--- src/design/tcw_pkg.sv ---
`timescale 1ns / 1ps
// ----------------------------------------------------------------------------
// tcw_pkg
// Shared types and constants of the text console writer.
// ----------------------------------------------------------------------------
package tcw_pkg;

    localparam int IDX_W     = 11;
    localparam int CH_W      = 8;
    localparam int ROW_OUT_W = 5;
    localparam int COL_OUT_W = 7;
    localparam int CELL_W    = 16;

    localparam int APB_ADDR_W = 3;
    localparam int APB_DATA_W = 32;

    localparam logic REG_TEXT_ATTR = 1'b0;

    localparam logic REQ_PUT  = 1'b0;
    localparam logic REQ_READ = 1'b1;

    localparam logic [CH_W-1:0] CH_NEWLINE       = 8'h0A;
    localparam logic [CH_W-1:0] CH_BACKSPACE     = 8'h08;
    localparam logic [CH_W-1:0] CH_SPACE         = 8'h20;
    localparam logic [CH_W-1:0] CH_LAST_PRINT    = 8'h7F;
    localparam logic [CH_W-1:0] ATTR_DEFAULT     = 8'h07;

    typedef enum logic [2:0] {
        ST_CLEAR,
        ST_IDLE,
        ST_SCROLL,
        ST_POST,
        ST_RESP
    } tcw_state_t;

    typedef struct packed {
        logic take;
        logic use_latched;
        logic exec;
        logic scroll_rd0;
        logic sweep;
        logic clear;
        logic load_out;
    } tcw_cmd_t;

    typedef struct packed {
        logic is_read;
        logic is_nl;
        logic is_print;
        logic at_end;
        logic cnt_last;
        logic out_free;
    } tcw_status_t;

endpackage

--- src/design/tcw_regs.sv ---
`timescale 1ns / 1ps
// ----------------------------------------------------------------------------
// tcw_regs
// APB-style configuration register: text attribute.
// ----------------------------------------------------------------------------
module tcw_regs (
    input  logic                             clk,
    input  logic                             rst_n,
    input  logic                             psel,
    input  logic                             penable,
    input  logic                             pwrite,
    input  logic [tcw_pkg::APB_ADDR_W-1:0]   paddr,
    input  logic [tcw_pkg::APB_DATA_W-1:0]   pwdata,
    output logic [tcw_pkg::APB_DATA_W-1:0]   prdata,
    output logic                             pready,
    output logic [tcw_pkg::CH_W-1:0]         attr
);
    import tcw_pkg::*;

    logic [CH_W-1:0] attr_reg;
    logic [CH_W-1:0] attr_next;
    logic            sel_attr;

    assign sel_attr = (paddr[APB_ADDR_W-1:2] == REG_TEXT_ATTR) && (paddr[1:0] == 2'b00)
                      || (paddr[APB_ADDR_W-1:2] == REG_TEXT_ATTR);

    always_comb
    begin
        attr_next = attr_reg;
        if (psel && penable && pwrite && sel_attr)
        begin
            attr_next = pwdata[CH_W-1:0];
        end
    end

    always_ff @(posedge clk or negedge rst_n)
    begin
        if (!rst_n)
        begin
            attr_reg <= ATTR_DEFAULT;
        end
        else
        begin
            attr_reg <= attr_next;
        end
    end

    assign prdata = sel_attr ? {{(APB_DATA_W-CH_W){1'b0}}, attr_reg} : '0;
    assign pready = 1'b1;
    assign attr   = attr_reg;

endmodule

--- config.mk ---
export PLATFORM = sky130hd
export DESIGN_NAME = tcw_regs
export DESIGN_NICKNAME = d
export VERILOG_FILES = /design/src/design/tcw_pkg.sv /design/src/design/tcw_regs.sv
export SDC_FILE = /design/constraint.sdc
export NUM_CORES = 1
export LEC_CHECK = 0
export BUFFER_PORTS_ARGS = -buffer_cell sky130_fd_sc_hd__buf_2
export CAP_MARGIN = 20
export CORE_ASPECT_RATIO = 1.2
export CORE_MARGIN = 5
export CORE_UTILIZATION = 32
export DETAILED_ROUTE_END_ITERATION = 6
export GPL_ROUTABILITY_DRIVEN = 0
export PLACE_DENSITY = 0.86
export RECOVER_POWER = 50
export SKIP_CTS_REPAIR_TIMING = 1
export SYNTH_ARGS = -nofsm -noshare
export SYNTH_HDL_FRONTEND = slang
export SYNTH_SLANG_ARGS = --single-unit
--- constraint.sdc ---
create_clock -name clk -period 2 [get_ports clk]
set_input_delay 0.1 -clock clk [delete_from_list [all_inputs] [get_ports clk]]
set_output_delay 0.1 -clock clk [all_outputs]
set_load 0.005 [all_outputs]
; Word level (Yosys, flattened, before mapping)
; Cells that the tools add are included.
[totals]
ff_bits = 8
latch_bits = 0
mem_bits_rw = 0
rom_bits = 0
output_inout_bits = 41
word_cells = 9
memories = 0
[op_classes]
n_addsub = 0
multipliers = 0
div_mod_pow = 0
order_cmp = 0
n_eq_ne = 0
n_shift = 0
mux = 1
bitwise_logic = 1
n_reduce_logical = 6
[op_table]
columns = op, n
row1 = 8-bit 2-to-1 mux, 1
row2 = 1-bit logical AND, 4
row3 = 2-bit logical NOT, 1
row4 = 1-bit logical OR, 1
row5 = 1-bit inverter, 1

; Longest topological paths before layout
; Gate-level depths: netlist (run 1).
[logic_depth]
ltp_word = 4
depth_mapped = 2

; Least setup slack after synthesis (run 1)
; Ideal clock, no wire load.
[synth_timing]
path_type = register to output
startpoint = reg attr_reg[0] (netlist: attr[0])
endpoint = out prdata[0] (netlist bit)
arrival_ns = 0.657
path_slack_ns = 1.243
stages_incl_launch_ff = 2
cell_sequence = dfstp_2 and2b_2
[synth_via]
elab_chain_cells = 1
[synth_lines]
columns = element, line_no
row1 = start: declaration, tcw_regs.sv:20  ; logic [CH_W-1:0] attr_reg;
row2 = start signal: assignment, tcw_regs.sv:44  ; attr_reg <= attr_next;
row3 = 8-bit 2-to-1 mux, tcw_regs.sv:48  ; assign prdata = sel_attr ? {{(APB_DATA_W-CH_W){1'b0}}, attr_reg} : '0;
row4 = end: declaration, tcw_regs.sv:14  ; output logic [tcw_pkg::APB_DATA_W-1:0] prdata,
; Every way passes these cells.

; Worst setup path after layout (run 1)
[layout_timing]
startpoint = reg attr_reg[2] (netlist: attr[2])
endpoint = out prdata[2] (netlist bit)
; The elaborated chain is that of the path after synthesis.

==> impl_metrics.ini, run 1 <==
[outcome]
outcome = complete, no violations

[hold_path]
min_to = attr[6]
worstHoldStart = pwdata[6]
whs_path_depth = 2
hp-class = in2reg

[synth]
netlist_area_um2 = 583
synthTopCellsByArea = buf_4, dfrtp_1, mux2_2, dfstp_2, and2b_2
netlist.area_leader.share_pct = 32.2
synth_fa_ha_area_share_pct = 0
synth-async-reset-ratio_pct = 100
yosysSeqAreaShare_pct = 35.0
synthCells = 52
synth-edff-count = 0
yosys.area.top_type = buf_4
synth_most_common_cell = buf_4
synth_ff_type = dfrtp_1
yosys.area_share.simple_pct = 16.1
synth_mux_area_share_pct = 15.5
ys_warn_count = 0
yosys-top-cells-count = buf_4, and2b_2, mux2_2
synth_compound_area_share_pct = 0
synth-xor-area-share_pct = 0
synth_top_family_by_area = buffers and inverters
ys_ff_latch = 8
syn_area_per_cell_um2 = 11.2
ys_types = 7

[route]
dr.pass1.iters = 1
drcViolationCount = 0
wirelength_um = 1140
postRouteAntennaNets = 0
vias_per_cell = 3.88
drt_iter0_markers = 0
post_drt_wl_per_cell_um = 11.1
vias = 400

[critical_path]
crit_buf_inv = 1
worstPathMaxFanout = 3
r2r-end = attr[4]
cp_top_family = flip-flops
critical-path-slowest-cell = dfstp_1
arrival_ns = 1.01
ff2ff_setup_slack_ns = 1.23
required_ns = 1.90
worst-r2r-cell-count = 1
critPathLaunch = attr[2]
crit_path_cell_trace = and2b_2, buf_2
crit_path_end_kind = primary output
cp-start-kind = register
worstReg2RegStart = attr[4]
max_stage_delay_ns = 0.53
critPathKind = reg2out

[global_routing]
grt_pass1_wl_um = 1730
grt_pass1_vias = 383
grt-ovfl-total = 0
grt_max_degree = 10
gr-usage-all-layers_pct = 8.09
antenna_found_initial = 0

[placed_design]
dp.cells = 98
io_buffers = 29
dp_hpwl_um = 1000

[layout]
syn_to_final_growth_pct = 17.6
nFillCells = 191
nets = 125
antenna_cells = 0
largest_register_ffs = 8
drive_above_1_share_pct = 57.1
multi_input_area_um2 = 278
final_cells = 103
seqCellArea_um2 = 204

[sta]
hold_viol_final = 0
finalMaxSlewViolations = 0
skew_ns = 0
finalCritPeriodShare_pct = 55.7
fmax_mhz = 897
rsz0062_at_grt = false
setup_viol = 0
tns_ns = 0
period_needed_ns = 1.11

[clock_network]
clk_path_buf_depth = 2
cts_tree = done
cts_made_buffers = 3
clkTransAtPathRegs_ns = 0.06
cts_root_buffer = clkbuf_4
cts_sinks = 8
insertion_delay_ns = 0.24
h-tree-depth = 1

[power_and_ir_drop]
ir_drop_mv = 0.264
p_per_area_nw_per_um2 = 747
p_leak_uw = 0.000403

[floorplanning]
rows = 17
core_um2 = 1790
ioPinCount = 81
die_y_um = 56.8
initial_core_util_pct = 32.6
die-width_um = 49.0
dieArea_um2 = 2780

[job]
max_cap_violations = 0
## cell families (layout without fill, tap and decap cells)
family                 Yosys count  after routing
and+or+nand+nor                  9              9
DFF                              8              8
buffers and inverters           25             34
muxes                            8              8
other                            2             25
## cell type report
type	count	area share (%)
tap	19	3.47
multi-input combinational	42	40.5
clock buffer	4	3.83
sequential	8	29.7
timing repair buffer	30	22.4
## power by group
group	switching, uW	internal, uW
logic	64.7	90.4
clock network	55.3	76.3
registers	21.8	203
## per-stage QoR
stage               hold WS (ns)  utilization (%)  worst slack (ns)  instance area [um^2]  total power, uW
finish                    0.0741             38.4             0.885                   686              512
global route              0.0742             38.4             0.838                   686              546
CTS                       -0.322             37.9             0.883                   677              525
detailed placement       -0.0441             36.4              1.01                   651              391
global placement         -0.0499             36.4              1.04                   651              382
floorplan                 -0.196                -              1.24                   669              340
## layer usage
metal | track usage (%) | up-vias | share of wire [%]
met5 | 0 | - | 0
met4 | 4.62 | 0 | 0.88
met3 | 5.04 | 2 | 17
met2 | 13.8 | 34 | 52
met1 | 7.09 | 187 | 30
li1 | - | 177 | -
## how the worst max path moves through the flow
stage                     end  slack (ns)  cells past startpoint
global placement      attr[3]        1.04                      3
finish              prdata[2]        0.89                      2
detailed placement    attr[5]        1.01                      3
global route        prdata[1]        0.84                      2
floorplan           prdata[0]        1.24                      1
CTS                 prdata[1]        0.88                      2
## layout by cell type (no fill, tap or decap)
| master | instances |
|---|---|
| conb_1 | 25 |
| dfstp_1 | 3 |
| dlygate4sd3_1 | 1 |
| mux2_2 | 8 |
| and2b_2 | 8 |
| clkbuf_4 | 3 |
| nand4b_4 | 1 |
| clkbuf_1 | 2 |
| buf_2 | 28 |
| dfrtp_1 | 5 |
(Power assumes the default switching activity.)
==> inputs of run 2 (changes only) <==
CORE_UTILIZATION = 30   (was 32)
PLACE_DENSITY = 0.81   (was 0.86)
clock period = 1.1 ns   (was 2 ns; I/O delays follow)
==> impl_metrics.ini, run 2 (synthesis results as in run 1) <==
[route]
drt_iter0_markers = 0
postRouteAntennaNets = 0
drcViolationCount = 0
wirelength_um = 1070
post_drt_wl_per_cell_um = 10.4
wl_met2_um = 520
met1Wirelength_um = 363
top_layer = met3
vias = 386
dr.pass1.iters = 1
vias_per_cell = 3.75
dr_wl_met3_um = 189

[clock_network]
clkTransAtPathRegs_ns = 0.06
clk_path_buf_depth = 2
cts_made_buffers = 3
cts_root_buffer = clkbuf_4
insertion_delay_ns = 0.24
cts_sinks = 8
cts_tree = done
h-tree-depth = 1

[global_routing]
grt_pass1_vias = 371
grt_pass1_wl_um = 1510
gr-usage-all-layers_pct = 6.50
grt_max_degree = 10
antenna_found_initial = 0
grt-ovfl-total = 0

[critical_path]
worstPathMaxFanout = 3
worstReg2RegStart = attr[5]
critPathKind = reg2out
required_ns = 1.04
arrival_ns = 1.01
max_stage_delay_ns = 0.54
critPathLaunch = attr[2]
crit_path_cell_trace = and2b_2, buf_2
critical-path-slowest-cell = dfstp_2
crit_path_end_kind = primary output
cp-start-kind = register

[layout]
fin_util_pct = 37.1
syn_to_final_growth_pct = 17.6
layout_commonest_cell = buf_2
antenna_cells = 0
design_area_um2 = 686
nets = 125
drive_above_1_share_pct = 60.7
largest_register_ffs = 8
layout_common_cells = buf_2, conb_1, and2b_2, mux2_2, dfrtp_1
nFillCells = 180

[hold_path]
worstHoldStart = pwdata[7]
hp-class = in2reg

[sta]
fin_ws_ns = 0.0373
finalMaxSlewViolations = 0
finalCritPeriodShare_pct = 96.6
setup_viol = 0
fmax_mhz = 941
hold_viol_final = 0
skew_ns = 0
holdWs_ns = 0.0359
rsz0062_at_grt = true
period_needed_ns = 1.06

[job]
max_cap_violations = 0

[power_and_ir_drop]
p_leak_uw = 0.000405
p_int_uw = 681
swShare_pct = 27.2
clkPwrFrac_pct = 24.7
combPwrFrac_pct = 30.3
ir_drop_mv = 0.648
p_per_area_nw_per_um2 = 1360
p_seq_share_pct = 45.0
switchingPower_uw = 254

[outcome]
outcome = complete, no violations

[floorplanning]
initial_core_util_pct = 31.5
die-width_um = 50.2
die_y_um = 58.3
core_um2 = 1850
dieArea_um2 = 2930
rows = 17
ioPinCount = 81

[placed_design]
dp_slack_ns = 0.159
post_dp_cell_area_um2 = 651
io_buffers = 29
dp_hpwl_um = 917
## run 2: cell count changes in the layout (fill, tap and decap cells not counted)
cell     before  now
dfstp_1       3    0
dfstp_2       0    3
## run 2: cell type report
cell class	count	area (um^2)	area share, %
clock buffers	4	26.3	3.83
flip-flops and latches	8	204	29.7
repair buffers	30	154	22.4
well taps	19	23.8	3.47
multi-input cells	42	278	40.5
## run 2: worst max-delay path, delay by kind of cell, from the launching register on
family / cells / cell delay (ns)
buf+inv: 1 / 0.10
flops: 1 / 0.54
simple gates: 1 / 0.13
## run 2: metal layers
| layer | up-vias | track usage, % |
|---|---|---|
| met4 | 0 | 4.49 |
| met1 | 170 | 7.57 |
| met2 | 38 | 10.8 |
| li1 | 178 | - |
| met3 | 0 | 1.01 |
| met5 | - | 0 |
## run 2: metrics by stage
stage	cells	setup TNS [ns]	power, uW
final	103	0	935
after floorplan	75	0	618
after CTS	102	0	947
after detailed placement	98	0	705
after global placement	98	0	691
after global routing	103	-0.00429	1000
## run 2: worst paths after layout
path | endpoint | cells after the start | slack [ns]
hold reg to reg | attr[6] | 1 | 0.53
setup reg to reg | attr[5] | 1 | 0.33
min in group asynchronous | attr[3] | 2 | 0.25
setup / recovery | prdata[2] | 2 | 0.04
hold / removal | attr[7] | 2 | 0.04
max in group asynchronous | attr[2] | 2 | 0.52
## run 2: power by group through the flow
stage	Combinational, uW	Sequential [uW]	Clock, uW
2_1_floorplan	191	426	0
3_3_place_gp	274	417	0
3_5_place_dp	280	425	0
4_1_cts	283	421	243
5_1_grt	321	432	251
6_report	283	421	231
