<file path="src/design/tcw_pkg.sv">
`timescale 1ns / 1ps
// ----------------------------------------------------------------------------
// tcw_pkg
// Shared types and constants of the text console writer.
// ----------------------------------------------------------------------------
package tcw_pkg;

    localparam int IDX_W     = 11;
    localparam int CH_W      = 8;
    localparam int ROW_OUT_W = 5;
    localparam int COL_OUT_W = 7;
    localparam int CELL_W    = 16;

    localparam int APB_ADDR_W = 3;
    localparam int APB_DATA_W = 32;

    localparam logic REG_TEXT_ATTR = 1'b0;

    localparam logic REQ_PUT  = 1'b0;
    localparam logic REQ_READ = 1'b1;

    localparam logic [CH_W-1:0] CH_NEWLINE       = 8'h0A;
    localparam logic [CH_W-1:0] CH_BACKSPACE     = 8'h08;
    localparam logic [CH_W-1:0] CH_SPACE         = 8'h20;
    localparam logic [CH_W-1:0] CH_LAST_PRINT    = 8'h7F;
    localparam logic [CH_W-1:0] ATTR_DEFAULT     = 8'h07;

    typedef enum logic [2:0] {
        ST_CLEAR,
        ST_IDLE,
        ST_SCROLL,
        ST_POST,
        ST_RESP
    } tcw_state_t;

    typedef struct packed {
        logic take;
        logic use_latched;
        logic exec;
        logic scroll_rd0;
        logic sweep;
        logic clear;
        logic load_out;
    } tcw_cmd_t;

    typedef struct packed {
        logic is_read;
        logic is_nl;
        logic is_print;
        logic at_end;
        logic cnt_last;
        logic out_free;
    } tcw_status_t;

endpackage

</file>
<file path="src/design/tcw_ctrl.sv">
`timescale 1ns / 1ps
// ----------------------------------------------------------------------------
// tcw_ctrl
// Sequencer: clear pass, request dispatch, scroll sweep, response load.
// ----------------------------------------------------------------------------
module tcw_ctrl (
    input  logic                  clk,
    input  logic                  rst_n,
    input  logic                  req_valid,
    output logic                  req_ready,
    input  tcw_pkg::tcw_status_t  status,
    output tcw_pkg::tcw_cmd_t     cmd
);
    import tcw_pkg::*;

    tcw_state_t state_reg;
    tcw_state_t state_next;
    logic       need_scroll;

    assign need_scroll = !status.is_read && (status.is_nl || status.is_print) && status.at_end;

    always_comb
    begin
        state_next = state_reg;
        unique case (state_reg)
            ST_CLEAR:
            begin
                if (status.cnt_last)
                begin
                    state_next = ST_IDLE;
                end
            end
            ST_IDLE:
            begin
                if (req_valid)
                begin
                    state_next = need_scroll ? ST_SCROLL : ST_RESP;
                end
            end
            ST_SCROLL:
            begin
                if (status.cnt_last)
                begin
                    state_next = ST_POST;
                end
            end
            ST_POST:
            begin
                state_next = ST_RESP;
            end
            ST_RESP:
            begin
                if (status.out_free)
                begin
                    state_next = ST_IDLE;
                end
            end
            default:
            begin
                state_next = ST_IDLE;
            end
        endcase
    end

    always_comb
    begin
        cmd       = '0;
        req_ready = 1'b0;
        unique case (state_reg)
            ST_CLEAR:
            begin
                cmd.clear = 1'b1;
            end
            ST_IDLE:
            begin
                req_ready = 1'b1;
                if (req_valid)
                begin
                    cmd.take = 1'b1;
                    if (need_scroll)
                    begin
                        cmd.scroll_rd0 = 1'b1;
                    end
                    else
                    begin
                        cmd.exec = 1'b1;
                    end
                end
            end
            ST_SCROLL:
            begin
                cmd.sweep = 1'b1;
            end
            ST_POST:
            begin
                cmd.exec        = 1'b1;
                cmd.use_latched = 1'b1;
            end
            ST_RESP:
            begin
                cmd.load_out = status.out_free;
            end
            default:
            begin
                cmd = '0;
            end
        endcase
    end

    always_ff @(posedge clk or negedge rst_n)
    begin
        if (!rst_n)
        begin
            state_reg <= ST_CLEAR;
        end
        else
        begin
            state_reg <= state_next;
        end
    end

endmodule

</file>
<file path="config.mk">
export PLATFORM = sky130hd
export DESIGN_NAME = tcw_ctrl
export DESIGN_NICKNAME = d
export VERILOG_FILES = /design/src/design/tcw_pkg.sv /design/src/design/tcw_ctrl.sv
export SDC_FILE = /design/constraint.sdc
export NUM_CORES = 1
export LEC_CHECK = 0
export BUFFER_PORTS_ARGS = -buffer_cell sky130_fd_sc_hd__buf_2
export CAP_MARGIN = 20
export CORE_AREA = 4 4 41 43
export CTS_BUF_LIST = sky130_fd_sc_hd__clkbuf_16
export DETAILED_ROUTE_END_ITERATION = 6
export DIE_AREA = 0 0 45 47
export GPL_ROUTABILITY_DRIVEN = 0
export PLACE_DENSITY = 0.42
export SETUP_SLACK_MARGIN = 0.1
export SLEW_MARGIN = 20
export SYNTH_ARGS = -nofsm -noshare
export SYNTH_HDL_FRONTEND = slang
export SYNTH_SLANG_ARGS = --single-unit
</file>
<file path="constraint.sdc">
create_clock -name clk -period 1.7 [get_ports clk]
set_input_delay 0 -clock clk [delete_from_list [all_inputs] [get_ports clk]]
set_output_delay 0 -clock clk [all_outputs]
set_load 0.05 [all_outputs]
</file>
Word level (Yosys, flattened, before mapping)
Cells that the tools add are included.
{"block": "word_totals", "reg_bits": 3, "in_bits": 9}
{"block": "op_classes", "n_eq_ne": 8, "muxes": 18, "n_reduce_logical": 6}
{"cell": "3-bit 2-to-1 mux", "n": 5}
{"cell": "3-bit one-hot mux with 5 select lines", "n": 1}
{"cell": "1-bit 2-to-1 mux", "n": 10}
{"cell": "2-bit inequality test, second input constant", "n": 4}
{"cell": "3-bit by 2-bit equality test with 1-bit output, second input constant", "n": 2}
{"cell": "4-bit AND reduction", "n": 1}
{"cell": "3-bit by 1-bit equality test with 1-bit output, second input constant", "n": 1}
{"cell": "3-bit equality test, second input constant", "n": 1}
{"cell": "3-bit zero test", "n": 1}
{"cell": "1-bit logical AND", "n": 2}
{"cell": "2-bit 2-to-1 mux", "n": 1}
{"cell": "1-bit one-hot mux with 2 select lines", "n": 1}
{"cell": "1-bit zero test", "n": 1}
{"cell": "1-bit logical OR", "n": 1}

Logic depth before layout (Yosys ltp)
Gate-level depths: netlist of the first run.
{"block": "depth", "word_depth": 6, "depth_mapped": 4, "depth_no_buf": 3}

Worst setup path after synthesis of the first run
No wires, ideal clock.
{"block": "synth_timing", "path_kind": "register to output", "from": "reg state_reg[2]", "to": "out cmd[3] in the netlist's numbering", "arrival_ps": 2036, "path_slack_ps": -336, "stages_incl_launch_ff": 5, "path_buffers": 1, "path_cell_list": "dfrtp_1 -> buf_4 -> nor3b_2 -> nand2_2 -> nor2_1"}
{"element": "from (decl)", "line_no": "tcw_ctrl.sv:16", "source": "tcw_state_t state_reg;"}
{"element": "from (signal assigned)", "line_no": "tcw_ctrl.sv:118", "source": "state_reg <= state_next;"}
{"element": "to (decl)", "line_no": "tcw_ctrl.sv:12", "source": "output tcw_pkg::tcw_cmd_t cmd"}

==> results of run 1 <==
[area by class of cell]
class                           count  area (um2)
Clock buffer                        3       75.07
Fill cell                         157       879.6
Inverter                            3       11.26
Timing Repair Buffer               17       90.09
Sequential cell                     3       75.07
Multi-Input combinational cell     21       147.6
Tap cell                           15       18.77
Clock inverter                      1       3.754
[worst max-delay path by stage]
stage | endpoint | from | slack [ns]
floorplan | cmd[3] | state_reg[2]$_DFFE_PN0P_ | 0.09
global placement | cmd[3] | state_reg[2]$_DFFE_PN0P_ | 0.49
detailed placement | cmd[4] | state_reg[0]$_DFFE_PN0P_ | 0.46
CTS | cmd[4] | state_reg[0]$_DFFE_PN0P_ | 0.21
global route | cmd[4] | state_reg[0]$_DFFE_PN0P_ | 0.13
finish | cmd[4] | state_reg[0]$_DFFE_PN0P_ | 0.23
[cell usage in the layout (no fill, tap or decap)]
cell type,Yosys,final
a21oi_1,2,2
buf_2,0,16
clkbuf_16,0,3
dfrtp_1,3,3
dlygate4sd3_1,0,1
inv_1,3,4
nand2_1,3,3
nand2_2,1,1
nor2_1,3,2
nor2_2,0,1
nor2b_2,1,1
nor3_1,2,2
nor3b_2,2,1
nor3b_4,0,1
nor4b_2,1,1
o21ai_0,3,2
o21ai_1,0,1
o21bai_2,1,1
o311ai_0,1,1
or3_1,1,1
[power groups by stage]
stage,Combinational [uW],Sequential [uW],Clock [uW]
2_1_floorplan,426,113,0
3_3_place_gp,424,171,0
3_5_place_dp,420,169,0
4_1_cts,426,170,369
5_1_grt,447,182,381
6_report,419,169,362
[routing by layer]
layer  global-route usage, %  part of all wire, %  vias up
li1                        -                    -      138
met1                   8.390                   42      109
met2                   11.30                   50       12
met3                   4.598                  7.5        0
met4                   5.263                    0        0
met5                       0                    0        -
[worst max-delay path, delay by kind of cell (launching register included)]
family / cells / cell delay (ns)
AO/OA/AOI/OAI: 2 / 0.29
buffers and inverters: 1 / 0.27
flip-flops: 1 / 0.48
AND/OR/NAND/NOR: 1 / 0.21
[what timing repair did]
action                                 4_1_cts  5_1_grt
endpoints found under the hold margin        3        0
gates resized for setup                      0        0
buffers inserted                             0        0
hold buffers                                 1        0
[per-stage QoR]
step / utilization, % / setup slack (ns)
floorplan: - / 0.08811
global placement: 25.58 / 0.4904
detailed placement: 25.58 / 0.4579
CTS: 32.40 / 0.2130
global route: 32.40 / 0.1299
finish: 32.40 / 0.2254
[cells by family (layout without fill, tap and decap cells)]
family | after synthesis | count (layout)
buffers and inverters | 5 | 24
DFF | 3 | 3
and+or+nand+nor | 14 | 14
AOI/OAI and AO/OA | 7 | 7
==> summary.txt, run 1 <==
STA
  • Max Transition Viols Final: 0
  • Final Setup Violations: 0
  • Final cycle utilization of the critical path: 86.74%
  • Hold_ws: 0.07686 ns
  • Slew headroom: 70.78%
  • Fmax: 678.1 MHz
  • Clk_skew: 0.003182 ns
  • Crit path time final: 1.475 ns
  • Worst-Margin Slew: 0.4328 ns
  • Setup_tns: 0 ns
  • Unrepaired setup endpoints after global routing: false
  • Total count of hold-check failures in the final report: 0

Global routing
  • Number of global-route vias before repair: 246
  • Total grt overflow: 0
  • Gr usage total: 7.735%
  • Initial antenna violation count: 0
  • Largest net degree at the start of global routing: 10
  • First-pass GRT wire length: 1090 um

Power and ir drop
  • Comb pwr share: 44.1%
  • Clk pwr share: 38.1%
  • Internal portion of total power: 525.9 uW
  • Total Power: 950.3 uW
  • Switching power total: 424.3 uW
  • Power Dens Cells: 2254 nW/um2
  • Reg power frac: 17.8%
  • VDD IR max: 0.0009224 V
  • Pleak: 0.0002205 uW
  • Sw frac: 44.65%

Synth
  • Top cells by count, synth: dfrtp_1 (3), inv_1 (3), nand2_1 (3), nor2_1 (3), o21ai_0 (3)
  • Synth Flop Type: dfrtp_1
  • Xor and xnor fraction of the mapped netlist area: 0%
  • Simple-gate share of the synthesized area: 38.46%
  • Synth warn: 0
  • Gate Count Post-Synth: 29
  • Synthesized flop and latch total: 3
  • Post-synth EDFFs: 0
  • Cell variety after synth: 16
  • Post-synthesis compound-gate area fraction: 18.46%
  • Post-synth top area share: 30.77%
  • Syn_area_per_cell: 8.413 um2
  • Largest area contributor in the netlist: dfrtp_1
  • Post-synthesis mux area share: 0%
  • Post-synth ARST share: 100.0%
  • Synth Area in Adders: 0%
  • Mapped Nets: 38
  • Register area share after synthesis: 30.77%
  • Main combinational cell family by area after synthesis: simple AND/OR/NAND/NOR gates
  • Synth area leaders: dfrtp_1 (31%), nor3b_2 (10%), o21ai_0 (6.2%), nor4b_2 (6.2%), buf_6 (4.6%)
  • Synth Cell Area: 244.0 um2

Detailed routing
  • WL per Instance: 9.937 um
  • Initial DRC count: 2
  • DR vias: 259
  • Total wire length: 626 um
  • DRC viols: 0
  • Via/cell ratio: 4.111
  • Antenna Nets Post-Route: 0
  • Pre-antenna DRT Iters: 2

Floorplan
  • Initial Util: 18.75%
  • Die width: 45 um
  • Row count: 13
  • IO Pins: 17
  • Area of the placeable core: 1301 um2
  • Die Height: 47 um
  • Die area: 2115 um2

Clock tree
  • CTS tree: done
  • CTS H-tree depth: 1
  • Root buf cell: clkbuf_16
  • # clock sinks: 3
  • Worst-path clk slew: 0.03 ns
  • Worst skew pair latency: 0.22 ns
  • Worst-case clock buffer depth: 2
  • CTS buffer count: 3

Critical path
  • CP max stage cell: dfrtp_1
  • Flop-to-flop setup slack: 0.63 ns
  • Worst-case reg-to-reg path depth: 3
  • CP Data Required Time: 1.70 ns
  • Crit end category: primary output
  • Critical-path cell list: nor2b_2 > o311ai_0 > o21ai_1 > buf_2
  • FF-to-FF Start: state_reg[2]$_DFFE_PN0P_
  • Worst reg2reg path endpoint: state_reg[2]$_DFFE_PN0P_
  • Critical path type: flop to primary output
  • CP Max Fanout: 9
  • Slowest Stage Delay on Critical Path: 0.48 ns
  • Startpoint Class: flop
  • Data arrival, critical path: 1.47 ns

Placed design
  • Placed cell areas: 332.8 um2
  • Placed Instances: 58
  • PortBufs: 16
  • DP Wirelength: 499 um

Hold path
  • HP Start: req_valid
  • Hold path endpoint: state_reg[1]$_DFFE_PN0P_
  • Hold Path Depth: 3
  • Hold Crit Class: input pin to flop

Layout
  • Share of layout cells above drive strength 1: 54.17%
  • Number of flip-flops in the largest register: 3
  • Nets: 58
  • Antenna cells: 0
  • Fin cells: 63
  • Design area: 421.7 um2
  • P&R area growth vs syn: 72.82%

Job
  • Max_cap viols: 0

Outcome
  • Status: finished, final reports clean
No activity file was read; power rests on OpenSTA's default activity.
==> run 2: changes to the inputs <==
==> constraint.sdc (replaced) <==
create_clock -name clk -period 1.9 [get_ports clk]
set_input_delay 0 -clock clk [delete_from_list [all_inputs] [get_ports clk]]
set_output_delay 0 -clock clk [all_outputs]
set_load 0.05 [all_outputs]
==> summary.txt, run 2 (synthesis results as in run 1) <==
Floorplan
  • Initial Util: 18.75%
  • Area of the placeable core: 1301 um2
  • Die Height: 47 um
  • Die width: 45 um
  • Row count: 13
  • IO Pins: 17
  • Die area: 2115 um2

Layout
  • Area of the multi-input gates: 147.6 um2
  • Number of flip-flops in the largest register: 3
  • Nets: 58
  • Register area: 75.07 um2
  • Antenna cells: 0
  • Share of layout cells above drive strength 1: 54.17%
  • P&R area growth vs syn: 72.82%
  • Commonest non-fill, non-tap cell in the layout: buf_2
  • Fill cells: 153
  • Most frequent cells in the layout: buf_2 (16), inv_1 (4)

Global routing
  • Number of global-route vias before repair: 264
  • Total grt overflow: 0
  • Largest net degree at the start of global routing: 10
  • Gr usage total: 7.199%
  • Initial antenna violation count: 0
  • First-pass GRT wire length: 1097 um

Critical path
  • CP Max Fanout: 9
  • Critical path type: flop to primary output
  • CP Data Required Time: 1.90 ns
  • CP max stage cell: dfrtp_1
  • Startpoint Class: flop
  • Slowest Stage Delay on Critical Path: 0.48 ns
  • Critical Path Start: state_reg[0]$_DFFE_PN0P_
  • Critical-path cell list: nor2b_2 > o311ai_0 > o21ai_0 > buf_2
  • Data arrival, critical path: 1.46 ns
  • FF-to-FF Start: state_reg[2]$_DFFE_PN0P_
  • Crit end category: primary output

STA
  • Fmax: 687.2 MHz
  • Final worst setup slack: 0.4448 ns
  • Max Transition Viols Final: 0
  • Final cycle utilization of the critical path: 76.59%
  • Crit path time final: 1.455 ns
  • Unrepaired setup endpoints after global routing: false
  • Total count of hold-check failures in the final report: 0
  • Slew headroom: 70.99%
  • Final Setup Violations: 0
  • Clk_skew: 0.0006455 ns
  • Worst-Margin Slew: 0.4296 ns
  • Setup_tns: 0 ns

Clock tree
  • Hold buffers post-CTS: 1
  • CTS buffer count: 3
  • Root buf cell: clkbuf_16
  • Post_cts resized: 0
  • CTS H-tree depth: 1
  • Post-CTS setup buffers: 0
  • Worst skew pair latency: 0.22 ns
  • # clock sinks: 3
  • Worst-path clk slew: 0.03 ns
  • Worst-case clock buffer depth: 2
  • CTS tree: done

Power and ir drop
  • VDD IR max: 0.0005458 V
  • Pleak: 0.0002204 uW
  • Power Dens Cells: 2001 nW/um2

Detailed routing
  • Via/cell ratio: 4.159
  • WL per Instance: 9.698 um
  • DR vias: 262
  • Initial DRC count: 3
  • Antenna Nets Post-Route: 0
  • Total wire length: 611 um
  • Pre-antenna DRT Iters: 4
  • DRC viols: 0

Hold path
  • HP Start: status[0]
  • Hold Crit Class: input pin to flop

Placed design
  • PortBufs: 16
  • Place WS: 0.6764 ns
  • DP Wirelength: 509.2 um

Outcome
  • Status: finished, final reports clean

Job
  • Max_cap viols: 0
==> run 2: area by class of cell <==
cell class                 instances  share of cell area (%)
inverter                           3                   2.671
clock inverter                     1                  0.8902
tap                               15                   4.451
sequential                         3                   17.80
multi-input combinational         21                   35.01
clock buffer                       3                   17.80
timing repair buffer              17                   21.37
==> run 2: stage by stage <==
step | std cells | total power [uW] | hold slack (ns) | instance area [um2] | util [%]
after floorplan | 29 | 480.4 | -0.2956 | 252.7 | -
after global placement | 58 | 531.4 | -0.1992 | 332.8 | 25.58
after detailed placement | 58 | 527.1 | -0.2008 | 332.8 | 25.58
after CTS | 63 | 853.0 | 0.08574 | 421.7 | 32.40
after global routing | 63 | 889.7 | 0.1029 | 421.7 | 32.40
final | 63 | 843.7 | 0.08244 | 421.7 | 32.40
==> run 2: worst paths after layout <==
path | end | slack, ns | cells past startpoint
max | cmd[4] | 0.44 | 4
min | state_reg[0]$_DFFE_PN0P_ | 0.08 | 3
max reg2reg | state_reg[2]$_DFFE_PN0P_ | 0.84 | 3
min reg2reg | state_reg[0]$_DFFE_PN0P_ | 0.68 | 2
max in group asynchronous | state_reg[2]$_DFFE_PN0P_ | 1.68 | 2
min in group asynchronous | state_reg[1]$_DFFE_PN0P_ | 0.11 | 2
==> run 2: routing by layer <==
layer  global-route usage (%)  vias up  part of all wire, %
li1                         -      136                    -
met1                    9.589      118                   47
met2                    10.45        8                   48
met3                    2.299        0                  4.9
met4                    3.509        0                    0
met5                        0        -                    0
==> run 2: worst max-delay path, delay by kind of cell (launching register included) <==
kind / cells / cell delay, ns
buffers and inverters: 1 / 0.28
AOI/OAI and AO/OA: 2 / 0.27
DFF: 1 / 0.48
and+or+nand+nor: 1 / 0.21
==> run 2: power breakdown <==
part / switching (uW) / leakage, uW / internal, uW
logic: 261 / 0.000140 / 112
registers: 62.7 / 0.0000376 / 87.5
clock network: 50.4 / 0.0000423 / 271
total: 374 / 0.000220 / 470
==> run 3: changes to the inputs <==
--- a/config.mk
+++ b/config.mk
@@ -12,7 +12,7 @@
 export DETAILED_ROUTE_END_ITERATION = 6
 export DIE_AREA = 0 0 45 47
 export GPL_ROUTABILITY_DRIVEN = 0
-export PLACE_DENSITY = 0.42
+export PLACE_DENSITY = 0.43
 export SETUP_SLACK_MARGIN = 0.1
 export SLEW_MARGIN = 20
 export SYNTH_ARGS = -nofsm -noshare
==> constraint.sdc (replaced) <==
create_clock -name clk -period 1.3 [get_ports clk]
set_input_delay 0 -clock clk [delete_from_list [all_inputs] [get_ports clk]]
set_output_delay 0 -clock clk [all_outputs]
set_load 0.05 [all_outputs]
==> summary.txt, run 3 (synthesis results as in run 1) <==
Detailed routing
  • Via/cell ratio: 4.134
  • Pre-antenna DRT Iters: 4
  • WL per Instance: 11.21 um
  • Initial DRC count: 5
  • Antenna Nets Post-Route: 0
  • DR vias: 277
  • DRC viols: 0
  • Total wire length: 751 um

STA
  • Worst-Margin Slew: 0.3042 ns
  • Unrepaired setup endpoints after global routing: true
  • Total count of hold-check failures in the final report: 0
  • Max Transition Viols Final: 0
  • Setup_tns: 0 ns
  • Hold_ws: 0.09714 ns
  • Clk_skew: 0.002725 ns
  • Final Setup Violations: 0
  • Slew headroom: 79.69%
  • Fmax: 805.9 MHz
  • Crit path time final: 1.241 ns
  • Final cycle utilization of the critical path: 95.45%

Critical path
  • Data arrival, critical path: 1.24 ns
  • Crit end category: primary output
  • CP Max Fanout: 3
  • Critical path type: flop to primary output
  • CP Data Required Time: 1.30 ns
  • Startpoint Class: flop

Global routing
  • M3 GR Usage: 5.747%
  • Number of global-route vias before repair: 323
  • Initial antenna violation count: 0
  • Layer with the highest usage: met2
  • Largest net degree at the start of global routing: 8
  • Total grt overflow: 0
  • Met1 Use GR: 9.318%
  • First-pass GRT wire length: 1269 um
  • Gr usage total: 8.847%
  • M2 GR Usage: 14.12%

Clock tree
  • CTS H-tree depth: 1
  • CTS buffer count: 3
  • # clock sinks: 3
  • Worst-case clock buffer depth: 2
  • Worst skew pair latency: 0.22 ns
  • Worst-path clk slew: 0.03 ns
  • CTS tree: done
  • Root buf cell: clkbuf_16

Power and ir drop
  • Total Power: 1544 uW
  • VDD IR max: 0.001090 V
  • Pleak: 0.0002501 uW
  • Power Dens Cells: 2748 nW/um2

Layout
  • Share of layout cells above drive strength 1: 69.23%
  • Commonest non-fill, non-tap cell in the layout: buf_2
  • Nets: 62
  • Number of flip-flops in the largest register: 3
  • Most frequent cells in the layout: buf_2 (9), buf_6 (7)
  • Antenna cells: 0
  • P&R area growth vs syn: 130.3%

Floorplan
  • Row count: 13
  • Die area: 2115 um2
  • IO Pins: 17
  • Initial Util: 18.75%
  • Die width: 45 um
  • Area of the placeable core: 1301 um2
  • Die Height: 47 um

Placed design
  • DP Wirelength: 554.4 um
  • PortBufs: 16

Job
  • Max_cap viols: 0

Hold path
  • Hold Crit Class: input pin to asynchronous set/reset pin

Outcome
  • Status: finished, final reports clean
==> run 3: metrics by stage <==
stage / cell area [um2] / setup slack (ns) / cells / util [%]
2_1_floorplan: 269.0 / -0.2696 / 29 / -
3_3_place_gp: 375.4 / 0.1813 / 62 / 28.85
3_5_place_dp: 375.4 / 0.1783 / 62 / 28.85
4_1_cts: 500.5 / 0.05314 / 67 / 38.46
5_1_grt: 561.8 / -0.001537 / 67 / 43.17
6_report: 561.8 / 0.05916 / 67 / 43.17
==> run 3: metal layers <==
layer	part of all wire (%)	wire, um
met3	8.4	63
met1	43	324
met4	0	0
met2	48	364
met5	0	0
==> run 3: path summary, 6_finish.rpt <==
kind                                           from                        to  slack [ns]  cells after the start
max                        state_reg[2]$_DFFE_PN0P_                    cmd[3]        0.06                      4
min                                           rst_n  state_reg[0]$_DFFE_PN0P_         0.1                      2
max reg2reg                state_reg[1]$_DFFE_PN0P_  state_reg[0]$_DFFE_PN0P_        0.21                      4
min reg2reg                state_reg[2]$_DFFE_PN0P_  state_reg[2]$_DFFE_PN0P_        0.66                      3
max in group asynchronous                     rst_n  state_reg[2]$_DFFE_PN0P_        1.07                      2
min in group clk                          req_valid  state_reg[2]$_DFFE_PN0P_        0.10                      3
==> run 3: worst max-delay path, cell delays in order (launching register included) <==
cell and delay, ns:
dfrtp_2 0.43, nor3b_4 0.20, nand2_2 0.13, nor2_4 0.10, buf_6 0.16
==> run 3: what timing repair did <==
item	in CTS	in global routing
pin swaps	2	0
endpoints found under the setup margin	6	9
hold buffers	1	0
endpoints found under the hold margin	3	0
gates resized for setup	12	14
buffers inserted	0	0
==> run 3: final cells by class <==
class	count	area [um2]
fill	137	739.5
multi-input combinational	21	201.4
timing repair buffer	21	171.4
sequential	3	76.32
clock buffer	3	75.07
tap	15	18.77
inverter	3	15.01
clock inverter	1	3.754
==> run 3: power by group <==
group          total (uW)  internal, uW  switching, uW
combinational         889           347            542
sequential            177           132           45.2
clock                 478           396           81.3
total                1540           875            668
